--- src/hw/rtl/ialu_pkg.sv ---
package ialu_pkg;

  // Opcode values as they arrive on the input channel.
  localparam logic [4:0] OP_ADD  = 5'd0;
  localparam logic [4:0] OP_SUB  = 5'd1;
  localparam logic [4:0] OP_MUL  = 5'd2;
  localparam logic [4:0] OP_DIV  = 5'd3;
  localparam logic [4:0] OP_MOD  = 5'd4;
  localparam logic [4:0] OP_AND  = 5'd5;
  localparam logic [4:0] OP_OR   = 5'd6;
  localparam logic [4:0] OP_XOR  = 5'd7;
  localparam logic [4:0] OP_NOT  = 5'd8;
  localparam logic [4:0] OP_NEG  = 5'd9;
  localparam logic [4:0] OP_SHL  = 5'd10;
  localparam logic [4:0] OP_LSR  = 5'd11;
  localparam logic [4:0] OP_ASR  = 5'd12;
  localparam logic [4:0] OP_BREV = 5'd13;
  localparam logic [4:0] OP_HREV = 5'd14;
  localparam logic [4:0] OP_ROL  = 5'd15;
  localparam logic [4:0] OP_ROR  = 5'd16;

  // Status codes on the result channel.
  localparam logic [1:0] ST_OK       = 2'd0;
  localparam logic [1:0] ST_BAD_OP   = 2'd1;
  localparam logic [1:0] ST_DIV_ZERO = 2'd2;

  localparam int unsigned BYTE_BITS = 8;
  localparam int unsigned HALF_BITS = 16;
  localparam int unsigned QUEUE_DEPTH = 4;

  // Operation class chosen by the front end.
  typedef enum logic [4:0] {
    K_ADD, K_SUB, K_MUL, K_DIV, K_MOD, K_AND, K_OR, K_XOR, K_NOT, K_NEG,
    K_SHL, K_LSR, K_ASR, K_BREV, K_HREV, K_ROL, K_ROR, K_BAD
  } kind_t;

  // One queued operation.
  typedef struct packed {
    kind_t       kind;
    logic [31:0] a;
    logic [31:0] b;
  } item_t;

  // Queue handshake toward the back end.
  typedef struct packed {
    logic  valid;
    item_t item;
  } queue_out_t;

endpackage

--- src/hw/rtl/ialu_if.sv ---
interface ialu_in_if;
  logic        valid;
  logic        ready;
  logic [4:0]  op;
  logic signed [31:0] operand_a;
  logic signed [31:0] operand_b;

  modport source (output valid, output op, output operand_a, output operand_b, input ready);
  modport sink   (input valid, input op, input operand_a, input operand_b, output ready);
endinterface


--- src/hw/rtl/ialu_front.sv ---
module ialu_front
  import ialu_pkg::*;
(
  input  logic       clk,
  input  logic       rst_n,
  ialu_in_if.sink    in_ch,
  output queue_out_t q_out,
  input  logic       q_pop
);

  localparam int unsigned PW = $clog2(QUEUE_DEPTH);

  item_t          mem_r [QUEUE_DEPTH];
  logic [PW-1:0]  wr_ptr_r, rd_ptr_r;
  logic [PW:0]    count_r;
  item_t          dec;
  logic           push;
  logic           pop;

  // Classify the incoming opcode.
  always_comb begin
    dec.a = in_ch.operand_a;
    dec.b = in_ch.operand_b;
    case (in_ch.op)
      OP_ADD:  dec.kind = K_ADD;
      OP_SUB:  dec.kind = K_SUB;
      OP_MUL:  dec.kind = K_MUL;
      OP_DIV:  dec.kind = K_DIV;
      OP_MOD:  dec.kind = K_MOD;
      OP_AND:  dec.kind = K_AND;
      OP_OR:   dec.kind = K_OR;
      OP_XOR:  dec.kind = K_XOR;
      OP_NOT:  dec.kind = K_NOT;
      OP_NEG:  dec.kind = K_NEG;
      OP_SHL:  dec.kind = K_SHL;
      OP_LSR:  dec.kind = K_LSR;
      OP_ASR:  dec.kind = K_ASR;
      OP_BREV: dec.kind = K_BREV;
      OP_HREV: dec.kind = K_HREV;
      OP_ROL:  dec.kind = K_ROL;
      OP_ROR:  dec.kind = K_ROR;
      default: dec.kind = K_BAD;
    endcase
  end

  assign in_ch.ready = (count_r != (PW+1)'(QUEUE_DEPTH));
  assign push        = in_ch.valid && in_ch.ready;
  assign pop         = q_pop && (count_r != '0);

  assign q_out.valid = (count_r != '0);
  assign q_out.item  = mem_r[rd_ptr_r];

  // Queue storage.
  always_ff @(posedge clk) begin
    if (push) begin
      mem_r[wr_ptr_r] <= dec;
    end
  end

  // Queue pointers and fill count.
  always_ff @(posedge clk) begin
    if (!rst_n) begin
      wr_ptr_r <= '0;
      rd_ptr_r <= '0;
      count_r  <= '0;
    end else begin
      if (push) wr_ptr_r <= wr_ptr_r + 1'b1;
      if (pop)  rd_ptr_r <= rd_ptr_r + 1'b1;
      if (push && !pop)      count_r <= count_r + 1'b1;
      else if (pop && !push) count_r <= count_r - 1'b1;
    end
  end

endmodule

--- src/flat_wrapper.sv ---
// flat-port wrapper written by rule: the top's interface ports become plain ports
module ialu_front_flat import ialu_pkg::*;
  (clk, rst_n, q_out, q_pop, in_ch_valid, in_ch_op, in_ch_operand_a, in_ch_operand_b, in_ch_ready);
  ialu_in_if in_ch_i ();
  input  logic clk;
  input  logic rst_n;
  output queue_out_t q_out;
  input  logic q_pop;
  input wire logic [$bits(in_ch_i.valid)-1:0] in_ch_valid;
  input wire logic [$bits(in_ch_i.op)-1:0] in_ch_op;
  input wire logic [$bits(in_ch_i.operand_a)-1:0] in_ch_operand_a;
  input wire logic [$bits(in_ch_i.operand_b)-1:0] in_ch_operand_b;
  output wire logic [$bits(in_ch_i.ready)-1:0] in_ch_ready;
  assign in_ch_i.valid = in_ch_valid;
  assign in_ch_i.op = in_ch_op;
  assign in_ch_i.operand_a = in_ch_operand_a;
  assign in_ch_i.operand_b = in_ch_operand_b;
  assign in_ch_ready = in_ch_i.ready;
  ialu_front u_core (.clk(clk), .rst_n(rst_n), .in_ch(in_ch_i), .q_out(q_out), .q_pop(q_pop));
endmodule
--- config.mk ---
export PLATFORM = sky130hd
export DESIGN_NAME = ialu_front_flat
export DESIGN_NICKNAME = d
export VERILOG_FILES = /design/src/hw/rtl/ialu_pkg.sv /design/src/hw/rtl/ialu_if.sv /design/src/hw/rtl/ialu_front.sv /design/src/flat_wrapper.sv
export SDC_FILE = /design/constraint.sdc
export NUM_CORES = 1
export LEC_CHECK = 0
export ABC_AREA = 1
export BUFFER_PORTS_ARGS = -buffer_cell sky130_fd_sc_hd__buf_2
export CORE_AREA = 2 2 167 169
export CTS_CLUSTER_SIZE = 25
export DETAILED_ROUTE_END_ITERATION = 16
export DIE_AREA = 0 0 169 171
export GPL_TIMING_DRIVEN = 0
export RECOVER_POWER = 50
export SETUP_SLACK_MARGIN = 0.05
export SLEW_MARGIN = 5
export SYNTH_ARGS = -nofsm -noshare
export SYNTH_HDL_FRONTEND = slang
export SYNTH_SLANG_ARGS = --single-unit
--- constraint.sdc ---
create_clock -name clk -period 9.25 [get_ports clk]
set_input_delay 2.3125 -clock clk [delete_from_list [all_inputs] [get_ports clk]]
set_output_delay 2.3125 -clock clk [all_outputs]
set_load 0.1 [all_outputs]
# ---- After elaboration in Yosys (flattened, before gate mapping)
# Memories as Yosys holds them, arrays and structs flattened. A register that Yosys moved wholly into a read port is not among the register bits.
# Cells that the tools add are included.
dict set report word_totals {
  register_bits 7
  ram_bits 276
  rom_bits 160
  inputBits 73
  out_inout_bits 71
  wordCells 24
  mem_count 2
}
dict set report op_classes {
  addsub 4
  n_eq_ne 1
  muxes 6
  n_reduce_logical 8
}
# memory depth width read_ports rd_clocked_by_memory_dff write_ports line
set memory_table {}
lappend memory_table {u_core.mem_r 4 69 1 1 1 ialu_front.sv:13} ;# item_t mem_r [QUEUE_DEPTH];
lappend memory_table {{(name not given)} 32 5 1 0 0 ialu_front.sv:24} ;# case (in_ch.op)
# op count
set op_table {}
lappend op_table {{$mux 3} 2}
lappend op_table {{$add 2x1->2 const B} 2}
lappend op_table {{$logic_and 1x1->1} 4}
lappend op_table {{$mux 2} 2}
lappend op_table {{$add 3x1->3 const B} 1}
lappend op_table {{$ne 3x3->1 const B} 1}
lappend op_table {{$reduce_bool 3->1} 1}
lappend op_table {{$sub 3x1->3 const B} 1}
lappend op_table {{$logic_not 1->1} 2}
lappend op_table {{$mux 1} 2}
lappend op_table {{$reduce_bool 2->1} 1}

# ---- Depth between registers and ports, before layout
# Gate-level depths: netlist of run 1.
dict set report logic_depth {
  word_depth 6
  mapped_depth 13
}

# ---- Worst setup path before layout of run 1
# OpenSTA, ideal clock, no wires.
dict set report synth_path {
  path_kind {input port to flip-flop}
  start {in in_ch_valid}
  end {mem u_core.mem_r[0][0] in the netlist's numbering (enable)}
  setup_ns 0.497
  arrival_time_ns 5.370
  required_ns 8.753
  setup_slack_ns 3.383
  cell_stages 2
  path_buffers 0
  path_cell_list {nand2_1 -> nor2_1}
}
dict set report synth_between {
  elab_chain_cells 3
}
# element line
set synth_lines {}
lappend synth_lines {{start: declaration} flat_wrapper.sv:9} ;# input wire logic [$bits(in_ch_i.valid)-1:0] in_ch_valid;
lappend synth_lines {{$logic_and 1x1->1} ialu_front.sv:47} ;# assign push = in_ch.valid && in_ch.ready;
lappend synth_lines {{$mux 1} ialu_front.sv:55} ;# if (push) begin
lappend synth_lines {{$mux 1 (implied by the code)} ialu_front.sv:56} ;# mem_r[wr_ptr_r] <= dec;
lappend synth_lines {{end: declaration} ialu_front.sv:13}
# No other way between the ends.

==> summary.md, run 1 <==
| Metric | Value |
|---|---|
| Status | complete, no violations |
| Ratio of cells with drive above 1 in the final layout | 16.5% |
| Post-CTS sizing | 0 |
| CTS Buf Count | 30 |
| Crit end category | primary output |
| # setup viols final | 0 |
| Die span in x | 169 µm |
| Via-to-Cell Ratio | 5.07 |
| Largest net degree at the start of global routing | 27 |
| Core Region | 27300 µm² |
| Placer Congestion | 0.716 |
| CTS tree | built |
| Grt total ovfl | 0 |
| Leak | 4.42 nW |
| Antenna diodes | 0 |
| IO buf count | 143 |
| CP Max Fanout | 10 |
| VDD IR max | 0.233 mV |
| Post-synthesis net count | 822 |
| Via count | 6569 |
| Skew final | 0.0163 ns |
| Final net count | 1006 |
| Seq/Total Area, Yosys | 78.8% |
| Synth warn | 0 |
| Htree depth | 1 |
| Starting DRT DRC Count | 577 |
| Post-route DRC violation count | 0 |
| Netlist cell types | 23 |
| Initial Util | 39.4% |
| Fin crit period | 4.83 ns |
| FP Rows | 61 |
| Placed cells | 1241 |
| Final hold slack | 0.507 ns |
| Fin crit share | 52.2% |
| Startpoint class of the critical path | register |
| Layout Area Growth over Synthesis | 20.1% |
| Critical path class | register to primary output |
| Die height | 171 µm |
| Clock tree sinks | 285 |
| Clock Latency Late Sink | 0.54 ns |
| Number of synthesized register bits | 285 |
| Post-CTS Setup Bufs | 0 |
| Data arrival, critical path | 2.51 ns |
| Post-DP HPWL | 15.0 mm |
| Worst slack at placement | 4.92 ns |
| Final Hold Fails | 0 |
| Initial antenna violation count | 0 |
| First-pass GRT wire length | 36.2 mm |
| RSZ-0062 raised after global routing | false |
| Die ar. | 28900 µm² |
| Hold Crit Class | register to register |
| Ports | 144 |
| CTS max path bufs | 3 |
| Syn avg cell area | 14.5 µm² |
| Routed Wire Length | 24.4 mm |
| Vias in the first global route | 6490 |
| F_max | 207 MHz |
| Routed Antenna Nets | 0 |
| Mapped Area | 10800 µm² |
| CTS Root Cell | clkbuf_16 |
| All-Layer GR Usage | 16.3% |
| Worst setup margin | 4.42 ns |
| Max-Cap Viols | 0 |
| Worst slew margin | 17.0% |
| Req. time, crit path | 6.94 ns |
| Finished Layout Cells | 1295 |
| Worst slew pin tran | 1.24 ns |
| Slew Limit Fails | 0 |
| Wire per inst | 18.8 µm |
| Drt pass-1 iters | 5 |
| Hold Buf Count CTS | 0 |
| Filler cells | 2462 |
| Pwr Density | 364 nW/µm² |
| CTS clock-pin slew for the worst setup and hold paths | 0.06 ns |
| Setup TNS Final | 0 ns |
| Post-Synthesis Cells | 743 |
-- kinds of logic after synthesis --
family / after synthesis / share of synthesized area, %
flops: 285 / 78.8
compound gates: 212 / 10.7
simple gates: 176 / 6.24
buf+inv: 63 / 3.47
fa+ha+maj: 6 / 0.768
xor+xnor: 1 / 0.0815
-- worst paths after layout --
kind	startpoint	to	slack, ns	cells past startpoint
setup / recovery	register	q_out[47]	4.42	4
hold / removal	u_core.rd_ptr_r[0]$_SDFFE_PN0P_	u_core.rd_ptr_r[0]$_SDFFE_PN0P_	0.51	2
setup reg to reg	u_core.count_r[0]$_SDFFE_PN0P_	u_core.mem_r[0][51]$_DFFE_PP_	6.14	5
hold reg to reg	u_core.rd_ptr_r[0]$_SDFFE_PN0P_	u_core.rd_ptr_r[0]$_SDFFE_PN0P_	0.51	2
-- through the flow --
stage                     power, mW  utilization [%]  instance area, µm²
after floorplan                3.22                -               10800
after global placement         3.61             43.6               11900
after detailed placement       3.63             44.4               12100
after CTS                      4.76             47.8               13100
after global routing           4.88             47.3               12900
final                          4.70             47.3               12900
-- state kept, by name, summed over array words and instances, names as in the netlist, named ones only --
| name | flops |
|---|---|
| u_core.count_r | 3 |
| u_core.mem_r | 276 |
| u_core.rd_ptr_r | 2 |
| u_core.wr_ptr_r | 2 |
-- synth_stat cells (all sizes together) --
cell type    n  share of area (%)
o21ai      139                6.5
nand3b       1              0.070
inv         19               0.69
ha           5               0.58
nand2       15               0.52
nor2       155                5.4
nand3        5               0.23
dfxtp        9                1.7
xor2         1              0.081
a21oi        3               0.14
a21o         1              0.070
clkbuf      17               0.63
o22ai       69                4.0
edfxtp     276                 77
fa           1               0.19
buf         27                2.2
-- cells in the final DEF, fill, tap and decap left out, types with 2 or more instances in the layout --
cell type   synthesis  layout
clkbuf_1           14      91
clkbuf_2            3       3
o21ai_1            52      52
buf_4               7       7
a21oi_1             3       3
bufinv_16           0       2
clkinv_1            0       7
nor2_1            155     152
buf_12              0       7
clkinvlp_4          0       2
buf_2               8      84
clkbuf_16           0      31
nor2_4              0       3
edfxtp_1          276     276
clkinv_2            0       4
inv_1              17      17
o22ai_1            69      69
buf_6              11      11
ha_1                5       5
o21ai_0            87      87
dfxtp_1             9       9
nand2_1            15      15
nand3_1             5       5
-- metal layers --
metal | track usage [%] | wire length, µm
met1 | 21.6 | 10400
met2 | 27.5 | 11900
met3 | 3.28 | 1490
met4 | 4.83 | 549
met5 | 0 | 0
-- layout make-up --
| type | instances | area [µm²] | area share, % |
|---|---|---|---|
| sequential | 285 | 8470 | 65.6 |
| multi-input combinational | 395 | 1930 | 15.0 |
| clock buffer | 39 | 806 | 6.24 |
| timing repair buffer | 152 | 779 | 6.04 |
| tap | 346 | 433 | 3.35 |
| buffer | 44 | 299 | 2.32 |
| clock inverter | 15 | 121 | 0.940 |
| inverter | 19 | 73.8 | 0.572 |
-- report_power, final --
group          switching (mW)  internal [mW]
registers              0.0355           1.57
logic                    1.65          0.316
clock network           0.467          0.663
total                    2.15           2.55
-- critical path, cell delays in order, from the launching register on --
cell,delay [ns]
dfxtp_1,0.56
clkbuf_1,0.49
o21ai_0,0.18
o22ai_1,0.26
buf_2,0.47
(Power assumes the default switching activity.)
==> inputs of run 2 (changes only) <==
==> constraint.sdc (replaced) <==
create_clock -name clk -period 4.5 [get_ports clk]
set_input_delay 1.125 -clock clk [delete_from_list [all_inputs] [get_ports clk]]
set_output_delay 1.125 -clock clk [all_outputs]
set_load 0.1 [all_outputs]
==> run 2 against run 1 <==
Compared with the run above:
- combinational power up 110%
- clock skew unchanged
- global-route usage did not move
- highest routed layer unchanged
- final area barely moved
==> summary.md, run 2 (synthesis gave the netlist of run 1 again) <==
| Metric | Value |
|---|---|
| Crit-path max cell delay | 0.56 ns |
| Initial antenna violation count | 0 |
| Ratio of cells with drive above 1 in the final layout | 16.8% |
| CTS clock-pin slew for the worst setup and hold paths | 0.06 ns |
| Setup TNS Final | 0 ns |
| # setup viols final | 0 |
| Post-CTS sizing | 0 |
| Worst slack at placement | 1.36 ns |
| Post-DP HPWL | 15.0 mm |
| Drt pass-1 iters | 5 |
| Ports | 144 |
| Routed Wire Length | 24.4 mm |
| Met3 WL | 1.48 mm |
| Routed Antenna Nets | 0 |
| Fin crit period | 3.64 ns |
| Min-delay src | u_core.rd_ptr_r[0]$_SDFFE_PN0P_ |
| Placed cells | 1241 |
| VDD IR max | 0.478 mV |
| CP max stage cell | dfxtp_1 |
| Hold Crit Class | register to register |
| Final Hold Fails | 0 |
| Die ar. | 28900 µm² |
| Sum of buffers and inverters on the critical path | 2 |
| CTS Root Cell | clkbuf_16 |
| Worst slew pin tran | 1.24 ns |
| Layout Area Growth over Synthesis | 20.1% |
| Critical path class | register to primary output |
| Worst setup margin | 0.860 ns |
| Data arrival, critical path | 2.51 ns |
| Core Region | 27300 µm² |
| CTS max path bufs | 3 |
| Leak | 4.43 nW |
| Grt total ovfl | 0 |
| Wire per inst | 18.8 µm |
| CP cell instances | clkbuf_1 -> o21ai_0 -> o22ai_1 -> buf_2 |
| Placer Congestion | 0.716 |
| Via-to-Cell Ratio | 5.07 |
| Commonest non-fill, non-tap cells in the layout | 276 x edfxtp_1, 152 x nor2_1, 89 x clkbuf_1 |
| Crit end category | primary output |
| Hold Path Stages | 2 |
| Largest regs | u_core.mem_r x276, u_core.count_r x3 |
| Pwr Density | 749 nW/µm² |
| Post-CTS Setup Bufs | 0 |
| Largest delay share family, worst path | buffers and inverters |
| First-pass GRT wire length | 36.2 mm |
| Most common cell after layout, fill and taps aside | edfxtp_1 |
| DR top layer | met4 |
| IO buf count | 143 |
| Finished Core Util | 47.3% |
| F_max | 275 MHz |
| Status | complete, no violations |
| CTS Buf Count | 30 |
| Reg-to-reg endpoint | u_core.mem_r[0][51]$_DFFE_PP_ |
| Req. time, crit path | 3.38 ns |
| Hold Buf Count CTS | 0 |
| Max-Cap Viols | 0 |
| Die height | 171 µm |
| Fin crit share | 80.9% |
| Antenna diodes | 0 |
| Post-route DRC violation count | 0 |
| Largest net degree at the start of global routing | 27 |
| Worst r2r path cells | 5 |
| Metal1 wirelength | 10.4 mm |
| RR Startpoint | u_core.count_r[0]$_SDFFE_PN0P_ |
| Worst slew margin | 17.0% |
| Largest reg by FF count | u_core.mem_r |
| Htree depth | 1 |
| Met2 WL | 11.9 mm |
| All-Layer GR Usage | 16.3% |
| Largest register FFs | 276 |
| Final net count | 1006 |
| Starting DRT DRC Count | 577 |
| Die span in x | 169 µm |
| Hold EP | u_core.rd_ptr_r[0]$_SDFFE_PN0P_ |
| Vias in the first global route | 6490 |
| FP Rows | 61 |
| CP Max Fanout | 10 |
| Via count | 6569 |
| R2r setup slk | 1.39 ns |
| Initial Util | 39.4% |
| Startpoint class of the critical path | register |
| Filler cells | 2461 |
| CTS tree | built |
| Skew final | 0.0163 ns |
| Clock tree sinks | 285 |
| Finished Layout Cells | 1295 |
| RSZ-0062 raised after global routing | false |
| Clock Latency Late Sink | 0.54 ns |
| Slew Limit Fails | 0 |
-- run 2: final cells by class --
cell class	count	area [µm²]	share of cell area, %
buffer	44	299	2.31
clock buffer	39	806	6.24
clock inverter	15	121	0.940
inverter	19	73.8	0.571
multi-input combinational	395	1930	15.0
sequential	285	8470	65.6
tap	346	433	3.35
timing repair buffer	152	782	6.05
-- run 2: where the power goes --
group	switching (mW)	internal, mW
combinational	3.40	0.650
sequential	0.0731	3.23
clock	0.960	1.36
-- run 2: worst max path at each step --
| stage | from | end | slack [ns] | depth (start not counted) |
|---|---|---|---|---|
| final | register | q_out[47] | 0.86 | 4 |
| after global routing | register | q_out[47] | 0.71 | 4 |
| after CTS | register | q_out[47] | 0.77 | 4 |
| after detailed placement | register | q_out[47] | 1.36 | 4 |
| after global placement | in_ch_valid | u_core.mem_r[3][26]$_DFFE_PP_ | -2.63 | 3 |
| after floorplan | u_core.count_r[0]$_SDFFE_PN0P_ | u_core.mem_r[0][0]$_DFFE_PP_ | -0.35 | 4 |
-- run 2: routing by layer --
| metal | up-vias | track usage, % |
|---|---|---|
| met2 | 191 | 27.5 |
| met5 | - | 0 |
| met3 | 39 | 3.28 |
| li1 | 3146 | - |
| met4 | 0 | 4.83 |
| met1 | 3193 | 21.6 |
-- run 2: per-stage QoR --
step	area (µm²)	hold WS [ns]	power [mW]
after global routing	12900	0.546	10.0
after floorplan	10800	0.465	6.62
after global placement	11900	0.493	7.42
final	12900	0.507	9.67
after CTS	13100	0.510	9.79
after detailed placement	12100	0.501	7.47
-- run 2: worst register-to-register path, cell delays in order, from the launching register on --
cell      delay, ns
dfxtp_1        0.40
nor2_1         0.09
nand2_1        0.12
nand2_1        0.22
nor2_1         0.88
clkbuf_1       0.98
